**src/hw/rtl/phf_pkg.sv**
```systemverilog
package phf_pkg;

   localparam int unsigned MAX_PAYLOAD_DEF = 1024;

   localparam logic [31:0] CRC_POLY = 32'hedb8_8320;
   localparam logic [31:0] CRC_ONES = 32'hffff_ffff;
   localparam logic [15:0] HDR_BYTES = 16'd32;

   localparam int unsigned WORD_IDX_W = 3;
   localparam int unsigned CSR_INDEX_W = 2;

   typedef enum logic [CSR_INDEX_W-1:0] {
      CSR_STREAM_IDENT   = 2'd0,
      CSR_MAGIC_WORD     = 2'd1,
      CSR_FORMAT_VERSION = 2'd2
   } csr_index_type;

   localparam logic [WORD_IDX_W-1:0] WORD_MAGIC    = 3'd0;
   localparam logic [WORD_IDX_W-1:0] WORD_VERSION  = 3'd1;
   localparam logic [WORD_IDX_W-1:0] WORD_STREAM   = 3'd2;
   localparam logic [WORD_IDX_W-1:0] WORD_SEQUENCE = 3'd3;
   localparam logic [WORD_IDX_W-1:0] WORD_KIND     = 3'd4;
   localparam logic [WORD_IDX_W-1:0] WORD_LENGTH   = 3'd5;
   localparam logic [WORD_IDX_W-1:0] WORD_CRC      = 3'd6;
   localparam logic [WORD_IDX_W-1:0] WORD_LAST     = 3'd7;

   typedef struct packed {
      logic        dropped;
      logic [31:0] magic_word;
      logic [15:0] format_version;
      logic [31:0] stream_ident;
      logic [31:0] sequence_num;
      logic [15:0] pkt_kind;
      logic [15:0] pkt_flags;
      logic [31:0] length;
      logic [31:0] crc;
   } hdr_type;

   function automatic logic [31:0] crc_byte(input logic [31:0] c, input logic [7:0] b);
      logic [31:0] v;
      v = c ^ {24'd0, b};
      for (int k = 0; k < 8; k++) begin
         v = v[0] ? ((v >> 1) ^ CRC_POLY) : (v >> 1);
      end
      return v;
   endfunction

endpackage

```
**src/hw/rtl/phf_core.sv**
```systemverilog
module phf_core #(
   parameter int unsigned MAX_PAYLOAD = phf_pkg::MAX_PAYLOAD_DEF
) (
   input  logic                               clock,
   input  logic                               reset,
   input  logic                               csr_write,
   input  logic [phf_pkg::CSR_INDEX_W-1:0]    csr_index,
   input  logic [31:0]                        csr_data,
   input  logic                               req_fire,
   input  logic                               req_mode,
   input  logic [7:0]                         req_data_byte,
   input  logic [15:0]                        req_pkt_kind,
   input  logic [15:0]                        req_pkt_flags,
   output phf_pkg::hdr_type                   hdr
);

   localparam int unsigned CNT_W = $clog2(MAX_PAYLOAD + 2);
   localparam logic [CNT_W-1:0] CNT_MAX = CNT_W'(MAX_PAYLOAD);

   logic [31:0]      stream_ident_ff, stream_ident_in;
   logic [31:0]      magic_word_ff, magic_word_in;
   logic [15:0]      format_version_ff, format_version_in;
   logic [31:0]      crc_ff, crc_in;
   logic [CNT_W-1:0] count_ff, count_in;
   logic [31:0]      sequence_ff, sequence_in;
   logic             oversize;

   assign oversize = count_ff > CNT_MAX;

   always_comb begin
      hdr.dropped        = oversize;
      hdr.magic_word     = magic_word_ff;
      hdr.format_version = format_version_ff;
      hdr.stream_ident   = stream_ident_ff;
      hdr.sequence_num   = sequence_ff;
      hdr.pkt_kind       = req_pkt_kind;
      hdr.pkt_flags      = req_pkt_flags;
      hdr.length         = 32'(count_ff);
      hdr.crc            = ~crc_ff;
   end

   always_comb begin
      stream_ident_in   = stream_ident_ff;
      magic_word_in     = magic_word_ff;
      format_version_in = format_version_ff;
      crc_in            = crc_ff;
      count_in          = count_ff;
      sequence_in       = sequence_ff;
      if (req_fire) begin
         if (!req_mode) begin
            crc_in = phf_pkg::crc_byte(crc_ff, req_data_byte);
            if (!oversize) begin
               count_in = count_ff + CNT_W'(1);
            end
         end else begin
            crc_in   = phf_pkg::CRC_ONES;
            count_in = '0;
            if (!oversize) begin
               sequence_in = sequence_ff + 32'd1;
            end
         end
      end
      if (csr_write) begin
         unique case (csr_index)
            phf_pkg::CSR_STREAM_IDENT: begin
               stream_ident_in = (csr_data == 32'd0) ? 32'd1 : csr_data;
               sequence_in     = 32'd0;
            end
            phf_pkg::CSR_MAGIC_WORD: begin
               magic_word_in = csr_data;
            end
            phf_pkg::CSR_FORMAT_VERSION: begin
               format_version_in = csr_data[15:0];
            end
            default: begin
            end
         endcase
      end
   end

   always_ff @(posedge clock) begin
      if (reset) begin
         stream_ident_ff   <= 32'd1;
         magic_word_ff     <= 32'd0;
         format_version_ff <= 16'd1;
         crc_ff            <= phf_pkg::CRC_ONES;
         count_ff          <= '0;
         sequence_ff       <= 32'd0;
      end else begin
         stream_ident_ff   <= stream_ident_in;
         magic_word_ff     <= magic_word_in;
         format_version_ff <= format_version_in;
         crc_ff            <= crc_in;
         count_ff          <= count_in;
         sequence_ff       <= sequence_in;
      end
   end

endmodule

```
**src/hw/rtl/phf_emit.sv**
```systemverilog
module phf_emit (
   input  logic                              clock,
   input  logic                              reset,
   input  logic                              load,
   input  phf_pkg::hdr_type                  hdr,
   output logic                              done,
   output logic                              rsp_valid,
   input  logic                              rsp_stall,
   output logic [31:0]                       rsp_header_word,
   output logic [phf_pkg::WORD_IDX_W-1:0]    rsp_word_index,
   output logic                              rsp_dropped,
   output logic                              rsp_last_word
);

   logic                           busy_ff, busy_in;
   logic [phf_pkg::WORD_IDX_W-1:0] idx_ff, idx_in;
   phf_pkg::hdr_type               hdr_ff;
   logic [31:0]                    word;
   logic                           last;

   always_comb begin
      case (idx_ff)
         phf_pkg::WORD_MAGIC:    word = hdr_ff.magic_word;
         phf_pkg::WORD_VERSION:  word = {phf_pkg::HDR_BYTES, hdr_ff.format_version};
         phf_pkg::WORD_STREAM:   word = hdr_ff.stream_ident;
         phf_pkg::WORD_SEQUENCE: word = hdr_ff.sequence_num;
         phf_pkg::WORD_KIND:     word = {hdr_ff.pkt_flags, hdr_ff.pkt_kind};
         phf_pkg::WORD_LENGTH:   word = hdr_ff.length;
         phf_pkg::WORD_CRC:      word = hdr_ff.crc;
         default:                word = 32'd0;
      endcase
   end

   assign last            = hdr_ff.dropped || (idx_ff == phf_pkg::WORD_LAST);
   assign rsp_valid       = busy_ff;
   assign rsp_header_word = hdr_ff.dropped ? 32'd0 : word;
   assign rsp_word_index  = idx_ff;
   assign rsp_dropped     = hdr_ff.dropped;
   assign rsp_last_word   = last;
   assign done            = busy_ff && !rsp_stall && last;

   always_comb begin
      busy_in = busy_ff;
      idx_in  = idx_ff;
      if (busy_ff && !rsp_stall) begin
         if (last) begin
            busy_in = 1'b0;
         end else begin
            idx_in = idx_ff + phf_pkg::WORD_IDX_W'(1);
         end
      end
      if (load) begin
         busy_in = 1'b1;
         idx_in  = phf_pkg::WORD_MAGIC;
      end
   end

   always_ff @(posedge clock) begin
      if (reset) begin
         busy_ff <= 1'b0;
         idx_ff  <= phf_pkg::WORD_MAGIC;
      end else begin
         busy_ff <= busy_in;
         idx_ff  <= idx_in;
      end
   end

   always_ff @(posedge clock) begin
      if (load) begin
         hdr_ff <= hdr;
      end
   end

endmodule

```
**src/hw/rtl/packet_header_framer_crc32_unit.sv**
```systemverilog
// packet header framer with running crc-32
// req channel: one item per transfer; req_mode 0 carries a payload byte,
// req_mode 1 closes the packet and carries kind and flags
// payload bytes are taken every cycle and produce no response; crc and
// byte count update in the cycle of the transfer
// a close transfer yields eight rsp transfers, header words 0 to 7 in order,
// or a single transfer with rsp_dropped set when the payload was oversized
// first header word is valid the cycle after the close transfer
// throughput: one payload byte per cycle; one header word per cycle while
// rsp_stall is low; the response side is busy until the last word is sent
// payload bytes of the next packet keep flowing while a header is sent;
// a second close is stalled until the last word of the current header
// transfers (it is taken in that same cycle)
// when rsp_stall is high the current word holds and the word counter waits
// csr channel is always ready; write only while no header is pending
// reset: synchronous, clears crc, count, sequence and registers to defaults,
// response side empty
module packet_header_framer_crc32_unit #(
   parameter int unsigned MAX_PAYLOAD = phf_pkg::MAX_PAYLOAD_DEF
) (
   input  logic                              clock,
   input  logic                              reset,
   input  logic                              req_valid,
   output logic                              req_stall,
   input  logic                              req_mode,
   input  logic [7:0]                        req_data_byte,
   input  logic [15:0]                       req_pkt_kind,
   input  logic [15:0]                       req_pkt_flags,
   output logic                              rsp_valid,
   input  logic                              rsp_stall,
   output logic [31:0]                       rsp_header_word,
   output logic [phf_pkg::WORD_IDX_W-1:0]    rsp_word_index,
   output logic                              rsp_dropped,
   output logic                              rsp_last_word,
   input  logic                              csr_valid,
   output logic                              csr_ready,
   input  logic [phf_pkg::CSR_INDEX_W-1:0]   csr_index,
   input  logic [31:0]                       csr_data
);

   phf_pkg::hdr_type hdr;
   logic             req_fire;
   logic             close_load;
   logic             emit_done;

   assign csr_ready  = 1'b1;
   assign req_stall  = req_mode && rsp_valid && !emit_done;
   assign req_fire   = req_valid && !req_stall;
   assign close_load = req_fire && req_mode;

   phf_core #(
      .MAX_PAYLOAD(MAX_PAYLOAD)
   ) u_core (
      .clock         (clock),
      .reset         (reset),
      .csr_write     (csr_valid && csr_ready),
      .csr_index     (csr_index),
      .csr_data      (csr_data),
      .req_fire      (req_fire),
      .req_mode      (req_mode),
      .req_data_byte (req_data_byte),
      .req_pkt_kind  (req_pkt_kind),
      .req_pkt_flags (req_pkt_flags),
      .hdr           (hdr)
   );

   phf_emit u_emit (
      .clock           (clock),
      .reset           (reset),
      .load            (close_load),
      .hdr             (hdr),
      .done            (emit_done),
      .rsp_valid       (rsp_valid),
      .rsp_stall       (rsp_stall),
      .rsp_header_word (rsp_header_word),
      .rsp_word_index  (rsp_word_index),
      .rsp_dropped     (rsp_dropped),
      .rsp_last_word   (rsp_last_word)
   );

endmodule

```
**config.mk**
```make
export PLATFORM = sky130hd
export DESIGN_NAME = packet_header_framer_crc32_unit
export DESIGN_NICKNAME = d
export VERILOG_FILES = /design/src/hw/rtl/phf_pkg.sv /design/src/hw/rtl/phf_core.sv /design/src/hw/rtl/phf_emit.sv /design/src/hw/rtl/packet_header_framer_crc32_unit.sv
export SDC_FILE = /design/constraint.sdc
export NUM_CORES = 1
export LEC_CHECK = 0
export BUFFER_PORTS_ARGS = -buffer_cell sky130_fd_sc_hd__buf_2
export CAP_MARGIN = 20
export CORE_MARGIN = 8
export CORE_UTILIZATION = 47
export DETAILED_ROUTE_END_ITERATION = 8
export GPL_TIMING_DRIVEN = 0
export PLACE_DENSITY = 0.74
export SLEW_MARGIN = 0
export SYNTH_ARGS = -nofsm -noshare
export SYNTH_HDL_FRONTEND = slang
export SYNTH_SLANG_ARGS = --single-unit
```
**constraint.sdc**
```tcl
create_clock -name clock -period 8.6 [get_ports clock]
set_input_delay 0.43 -clock clock [delete_from_list [all_inputs] [get_ports clock]]
set_output_delay 0.43 -clock clock [all_outputs]
set_load 0.05 [all_outputs]
```
==> flow_summary.toml, run 1 <==
[run_status]
outcome = "complete, no violations"

[clock_network]
clock_latency_ns = 0.52
cts_tree = "done"
post_cts_resized = 0
cts_root_buf = "clkbuf_16"
clkSlewWorstSetupHoldPaths_ns = 0.06
cts_max_level = 2
postCtsHoldBufs = 0
clkSinkCount = 347
cts_inserted_buffers = 36
cts_buffer_depth = 3
post-cts-setup-buffers = 0

[synthesis]
ys_ff_latch = 347
synth-adder-area-share_pct = 0.8138
netlist_area_sq_um = 13840
ys_seq_area_share_pct = 63.80
synth.area.mux_share_pct = 1.121
yosysWarnings = 0
synth_flop_cell = "edfxtp_1"
syn_avg_cell_area_sq_um = 11.83
synth_xor_area_share_pct = 6.303
synth_top_family_by_area = "compound AO/OA/AOI/OAI gates"
synth_nets = 1259
synth_compound_area_share_pct = 14.26
syn_inst = 1170
yosysUniqueCellTypes = 61
synth-async-reset-ratio_pct = 0
synth_edf_count = 188
yosys.area_share.simple_pct = 10.27

[placement]
dp_hpwl_mm = 26.08
portBuffers = 117
placed_area_sq_um = 15080
place_congestion = 0.8870

[floorplanning]
initial_utilization_pct = 47.19
fp-row-count = 63
coreArea_sq_um = 29320
dieArea_sq_um = 35190
die_w_um = 187.6
ios = 120
die_h_um = 187.6

[power_and_ir_drop]
ir_drop_v = 0.0001263
p_leak_nw = 6.049
p_per_area_nw_per_um2 = 242.5

[final_layout]
design_area_sq_um = 16230
syn_to_final_growth_pct = 17.32
layout_common_cells = "188 x edfxtp_1, 159 x dfxtp_1, 154 x nand2_1, 119 x buf_2, 118 x a21oi_1"
final_common_cell = "edfxtp_1"
n_fill_cell = 2447
n_antenna_cell = 0
final_net_count = 1422
drive_gt1_share_pct = 15.38

[hold_path]
hold_class = "input pin to register"
hp-start = "req_pkt_kind[12]"

[sta]
final-setup-viol-count = 0
slew_headroom_pct = 36.15
fin_skew_ns = 0.01638
timing.hold.ws_ns = 0.08814
slew_viol_final = 0
max_freq_mhz = 202.8
fin_crit_sh_pct = 57.34
rsz0062_at_grt = "false"
worst_pin_slew_ns = 0.9513
min_period_ns = 4.931
final_hold_viol_count = 0

[global_routing]
grt_antenna_before_repair = 1
grt-ovfl-total = 0
grt.total_usage_pct = 20.08
grt_max_degree = 32
first_global_vias = 9950
grt_pass1_wl_mm = 56.10

[critical_path]
cp-start-kind = "register"
crit_start = "u_emit.rsp_word_index[2]$_SDFFE_PP0P_"
cp_max_fo = 10
worstPathArrival_ns = 4.50
critPathCaptureType = "output pin"
rr_startpoint = "u_emit.rsp_word_index[1]$_SDFFE_PP0P_"
required_ns = 8.17
critPathKind = "register to output pin"

[flow_run]
drv_cap = 0

[routing]
dr.pass1.iters = 6
drcViolationCount = 0
vias = 10075
drt-wirelength-per-cell_um = 20.67
drt-initial-drc-count = 1272
wirelength_mm = 36.14
routed_via_density = 5.760
antenna_left = 0
-- metrics by stage --
step                      setup TNS, ns  cells  total power, mW  utilization, %  setup slack, ns
after floorplan                       0   1170            2.298               -           0.3067
after global placement           -97.80   1677            2.442           50.85           -2.550
after detailed placement              0   1685            2.446           51.42            4.236
after CTS                             0   1749            3.952           55.36            3.685
after global routing                  0   1749            4.070           55.36            3.446
final                                 0   1749            3.937           55.36            3.669
-- cells by family after synthesis --
family	after synthesis
mux	15
xor+xnor	86
buf+inv	121
other cells	1
simple gates	305
compound gates	286
fa+ha+maj	9
flops	347
-- worst max-delay path, stage by stage (launching register included) --
cell and delay (ns):
dfxtp_1 0.42, clkbuf_1 0.53, clkinv_1 0.39, buf_1 0.42
ha_1 0.32, clkbuf_1 0.19, o41ai_1 0.59, buf_2 0.27
clkbuf_1 0.40, nor2_1 0.20, buf_2 0.26
-- path summary, 6_finish.rpt --
check        slack, ns                                 to  cells past startpoint
max               3.67                rsp_header_word[12]                     10
min               0.09        u_emit.hdr_ff[92]$_DFFE_PP_                      1
max reg2reg       5.33  u_core.sequence_ff[17]$_SDFF_PP0_                     10
min reg2reg       0.43       u_emit.hdr_ff[206]$_DFFE_PP_                      0
-- sequential cells by signal, summed over array words and instances, names as in the netlist --
| name | cells |
|---|---|
| u_emit.rsp_valid | 1 |
| u_emit.rsp_dropped | 1 |
| u_core.count_ff | 11 |
| u_core.stream_ident_ff | 32 |
| u_core.crc_ff | 32 |
| u_core.sequence_ff | 32 |
| u_core.format_version_ff | 16 |
| u_emit.hdr_ff | 187 |
| u_core.magic_word_ff | 32 |
| u_emit.rsp_word_index | 3 |
-- cell usage after synthesis, types with 2 or more instances --
master / n / area [sq um]
edfxtp_1: 188 / 5645
xor2_1: 18 / 157.7
a221oi_1: 25 / 219.0
buf_4: 2 / 15.01
mux2i_1: 11 / 110.1
a21oi_1: 118 / 590.6
nor2_1: 62 / 232.7
clkbuf_1: 67 / 251.5
o21ai_0: 9 / 45.04
xnor2_1: 56 / 490.5
ha_1: 9 / 112.6
a22oi_1: 16 / 120.1
or2_2: 3 / 18.77
nor4_1: 9 / 56.30
xor2_4: 2 / 55.05
dfxtp_1: 159 / 3183
a222oi_1: 23 / 230.2
and2_1: 2 / 12.51
nand4_1: 18 / 112.6
o21ai_1: 2 / 10.01
a21oi_2: 2 / 17.52
mux2_2: 4 / 45.04
nand2b_1: 2 / 12.51
or4_1: 17 / 127.6
and3_1: 5 / 31.28
inv_1: 46 / 172.7
o31ai_1: 12 / 90.09
nand2_1: 154 / 578.1
and4_1: 2 / 17.52
o211ai_1: 35 / 262.8
a22o_1: 32 / 280.3
buf_1: 3 / 11.26
or3_1: 9 / 56.30
nand3_1: 12 / 60.06
nor3_1: 2 / 10.01
xnor2_2: 9 / 146.4
-- layer usage --
| metal | wire length, um | up-vias | GRT usage, % |
|---|---|---|---|
| met5 | 8 | - | 0 |
| met4 | 994 | 2 | 6.606 |
| met3 | 2709 | 69 | 3.176 |
| met2 | 17100 | 443 | 32.39 |
| met1 | 15340 | 4915 | 27.38 |
| li1 | - | 4646 | - |
-- cell type report --
class / instances / area, sq um / area share (%)
Inverter: 47 / 176.4 / 1.087
Clock buffer: 53 / 1035 / 6.374
Tap cell: 390 / 488.0 / 3.006
Clock inverter: 11 / 120.1 / 0.7399
Timing Repair Buffer: 125 / 745.7 / 4.594
Multi-Input combinational cell: 702 / 4546 / 28.00
Sequential cell: 347 / 8828 / 54.39
Buffer: 74 / 294.0 / 1.811
-- where the power goes --
group	leakage (nW)	total, mW	switching (mW)	internal (mW)
Sequential	3.06	1.89	0.0470	1.84
Clock	0.573	1.52	0.621	0.897
Combinational	2.41	0.534	0.322	0.213
Note: power is estimated with default switching activity, not from simulation.
==> run 2, diff against run 1 <==
--- a/config.mk
+++ b/config.mk
@@ -5,13 +5,14 @@
 export SDC_FILE = /design/constraint.sdc
 export NUM_CORES = 1
 export LEC_CHECK = 0
+export ABC_AREA = 1
 export BUFFER_PORTS_ARGS = -buffer_cell sky130_fd_sc_hd__buf_2
 export CAP_MARGIN = 20
 export CORE_MARGIN = 8
 export CORE_UTILIZATION = 47
 export DETAILED_ROUTE_END_ITERATION = 8
 export GPL_TIMING_DRIVEN = 0
-export PLACE_DENSITY = 0.74
+export PLACE_DENSITY = 0.77
 export SLEW_MARGIN = 0
 export SYNTH_ARGS = -nofsm -noshare
 export SYNTH_HDL_FRONTEND = slang
==> constraint.sdc (replaced) <==
create_clock -name clock -period 4.51 [get_ports clock]
set_input_delay 0.2255 -clock clock [delete_from_list [all_inputs] [get_ports clock]]
set_output_delay 0.2255 -clock clock [all_outputs]
set_load 0.05 [all_outputs]
==> run 2 against run 1 <==
  * Global-route usage is 3.2 points higher
  * Highest routed layer is now met4
  * Sequential share of layout area is 3.0 points lower
  * Non-clock buffer count is 28 higher
  * Critical endpoint is now rsp_header_word[1]
==> flow_summary.toml, run 2 <==
[run_status]
outcome = "complete, no violations"

[clock_network]
clock_latency_ns = 0.54
cts_tree = "done"
cts_max_level = 2
cts_inserted_buffers = 36
post-cts-setup-buffers = 0
cts_root_buf = "clkbuf_16"
clkSlewWorstSetupHoldPaths_ns = 0.06
cts_buffer_depth = 3
clkSinkCount = 347

[critical_path]
cp_cell_sequence = "inv_1, ha_1, nand2_1, clkinv_1, clkbuf_1, a221oi_1, a21oi_1, buf_2"
required_ns = 4.28
critPathBufInv = 4
cp-start-kind = "register"
cp_max_fo = 10
worstPathArrival_ns = 3.45
critPathKind = "register to output pin"
critPathCaptureType = "output pin"
crit_family = "buffers and inverters"
crit_slowest_cell = "a221oi_1"
slowest_delay_ns = 0.70

[final_layout]
n_antenna_cell = 0
largest_register = "u_emit.hdr_ff"
final_net_count = 1749
drive_gt1_share_pct = 13.39
n_fill_cell = 2513
layout_common_cells = "291 x nand2_1, 188 x edfxtp_1, 159 x dfxtp_1, 148 x inv_1, 127 x buf_2"
final_core_utilization_pct = 57.61
syn_to_final_growth_pct = 20.33
design_area_sq_um = 17170
largest_reg_flops = 187
final_common_cell = "nand2_1"

[sta]
worst_pin_slew_ns = 0.8940
fin_skew_ns = 0.01854
tns_ns = 0
slew_headroom_pct = 40.40
slew_viol_final = 0
min_period_ns = 3.680
final_hold_viol_count = 0
max_freq_mhz = 271.7
final-setup-viol-count = 0
rsz0062_at_grt = "false"
fin_crit_sh_pct = 81.60

[synthesis]
syn_inst = 1446
yosysUniqueCellTypes = 47
netlist_area_sq_um = 14260
syn_avg_cell_area_sq_um = 9.865
yosysTopAreaCell = "edfxtp_1"
synth_area_leaders = "edfxtp_1 40%, dfxtp_1 22%, nand2_1 7.7%"
synth_common_cells = "291 x nand2_1, 188 x edfxtp_1, 159 x dfxtp_1"
ys_seq_area_share_pct = 61.89
synth_nets = 1535
synth_flop_cell = "edfxtp_1"
synth.most_common_cell = "nand2_1"
synth-async-reset-ratio_pct = 0
yosysWarnings = 0
synth_edf_count = 188
synth_top_area_share_pct = 39.58
ys_ff_latch = 347

[global_routing]
grt_pass1_wl_mm = 64.69
grt.total_usage_pct = 23.31
grt-ovfl-total = 0
first_global_vias = 11007
grt_max_degree = 64
grt_antenna_before_repair = 0

[routing]
wirelength_mm = 43.17
vias = 11564
drt-initial-drc-count = 1178
wl_met2_mm = 20.24
met3WireLength_mm = 3.739
highest_layer = "met4"
drt-wirelength-per-cell_um = 20.78
dr.pass1.iters = 5
drcViolationCount = 0
antenna_left = 0
wl_met1_mm = 17.51
routed_via_density = 5.565

[placement]
dp_hpwl_mm = 30.83
place_congestion = 0.9027
placed_area_sq_um = 15420
portBuffers = 118

[power_and_ir_drop]
power_frac_comb_pct = 10.6
p_clk_share_pct = 41.0
ir_drop_v = 0.0003386
p_per_area_nw_per_um2 = 428.9
power_frac_seq_pct = 48.5
p_leak_nw = 6.891
p_switching_mw = 1.875
p_sw_share_pct = 25.47
intPower_mw = 5.487

[hold_path]
hold_class = "input pin to register"

[flow_run]
drv_cap = 0

[floorplanning]
ios = 120
coreArea_sq_um = 29800
fp-row-count = 63
die_w_um = 190.2
dieArea_sq_um = 36180
die_h_um = 190.2
initial_utilization_pct = 47.88
## run 2: area by class of cell
type                       count  area, sq um  area share, %
inverter                     156        585.6          3.411
clock buffer                  44        972.2          5.664
clock inverter                22        229.0          1.334
multi-input combinational    892         4627          26.96
tap                          390        488.0          2.843
sequential                   347         8828          51.43
buffer                        51        224.0          1.305
timing repair buffer         176         1211          7.056
## run 2: path summary, 6_finish.rpt
check                                             start                                        to  slack [ns]  depth (start not counted)
hold / removal                              csr_data[7]  u_core.format_version_ff[7]$_SDFFE_PP0P_        0.01                          3
setup reg to reg  u_emit.rsp_word_index[0]$_SDFFE_PP0P_         u_core.sequence_ff[27]$_SDFF_PP0_        1.34                         15
setup / recovery  u_emit.rsp_word_index[0]$_SDFFE_PP0P_                        rsp_header_word[1]        0.83                          8
hold reg to reg   u_core.magic_word_ff[21]$_SDFFE_PP0P_              u_emit.hdr_ff[197]$_DFFE_PP_        0.43                          0
## run 2: power groups by stage
stage,clock [mW],combinational (mW),sequential [mW]
floorplan,0,0.500,3.61
global placement,0,0.706,3.63
detailed placement,0,0.730,3.63
CTS,3.04,0.772,3.56
global route,3.16,0.848,3.58
finish,3.02,0.779,3.57
## run 2: cells by family (layout without fill, tap and decap cells)
group                    after synthesis  after routing  share of synthesized area (%)
AO/OA/AOI/OAI                        318            318                          12.84
XOR/XNOR                              52             52                          3.430
adder cells (fa/ha/maj)                9              9                         0.7894
buffers and inverters                207            449                          5.675
flip-flops                           347            347                          61.89
other                                  1              1                        0.02629
AND/OR/NAND/NOR                      512            512                          15.35
## run 2: repair_timing
item	in CTS	in global routing
hold buffers	54	0
endpoints found under the hold margin	71	0
gates resized for setup	0	0
endpoints found under the setup margin	0	0
## run 2: worst reg2reg max path, stage by stage, from the launching register on
cell and delay (ns):
dfxtp_1 0.44, ha_1 0.25, ha_1 0.16, inv_1 0.07, nand2_2 0.09, nand2_2 0.06, nand2_2 0.09, nand2_2 0.07
buf_6 0.16, nor2_8 0.68, buf_16 0.34, nand3_4 0.17, nor2_2 0.25, nand4_1 0.12, nand2_1 0.08, nor2_1 0.04
## run 2: layer usage
layer	track usage (%)	vias up
met5	0	-
met4	9.338	0
met3	4.700	103
met2	37.68	560
met1	30.44	5526
li1	-	5375
## run 2: per-stage QoR
stage	total power, mW	std cells	setup slack [ns]	hold slack [ns]
6_report	7.362	2078	0.8300	0.01275
5_1_grt	7.585	2078	0.7469	0.01227
4_1_cts	7.372	2077	0.8555	0.005879
3_5_place_dp	4.362	1957	1.376	0.4036
3_3_place_gp	4.339	1954	-0.2369	0.4027
2_1_floorplan	4.110	1446	0.2859	0.2946
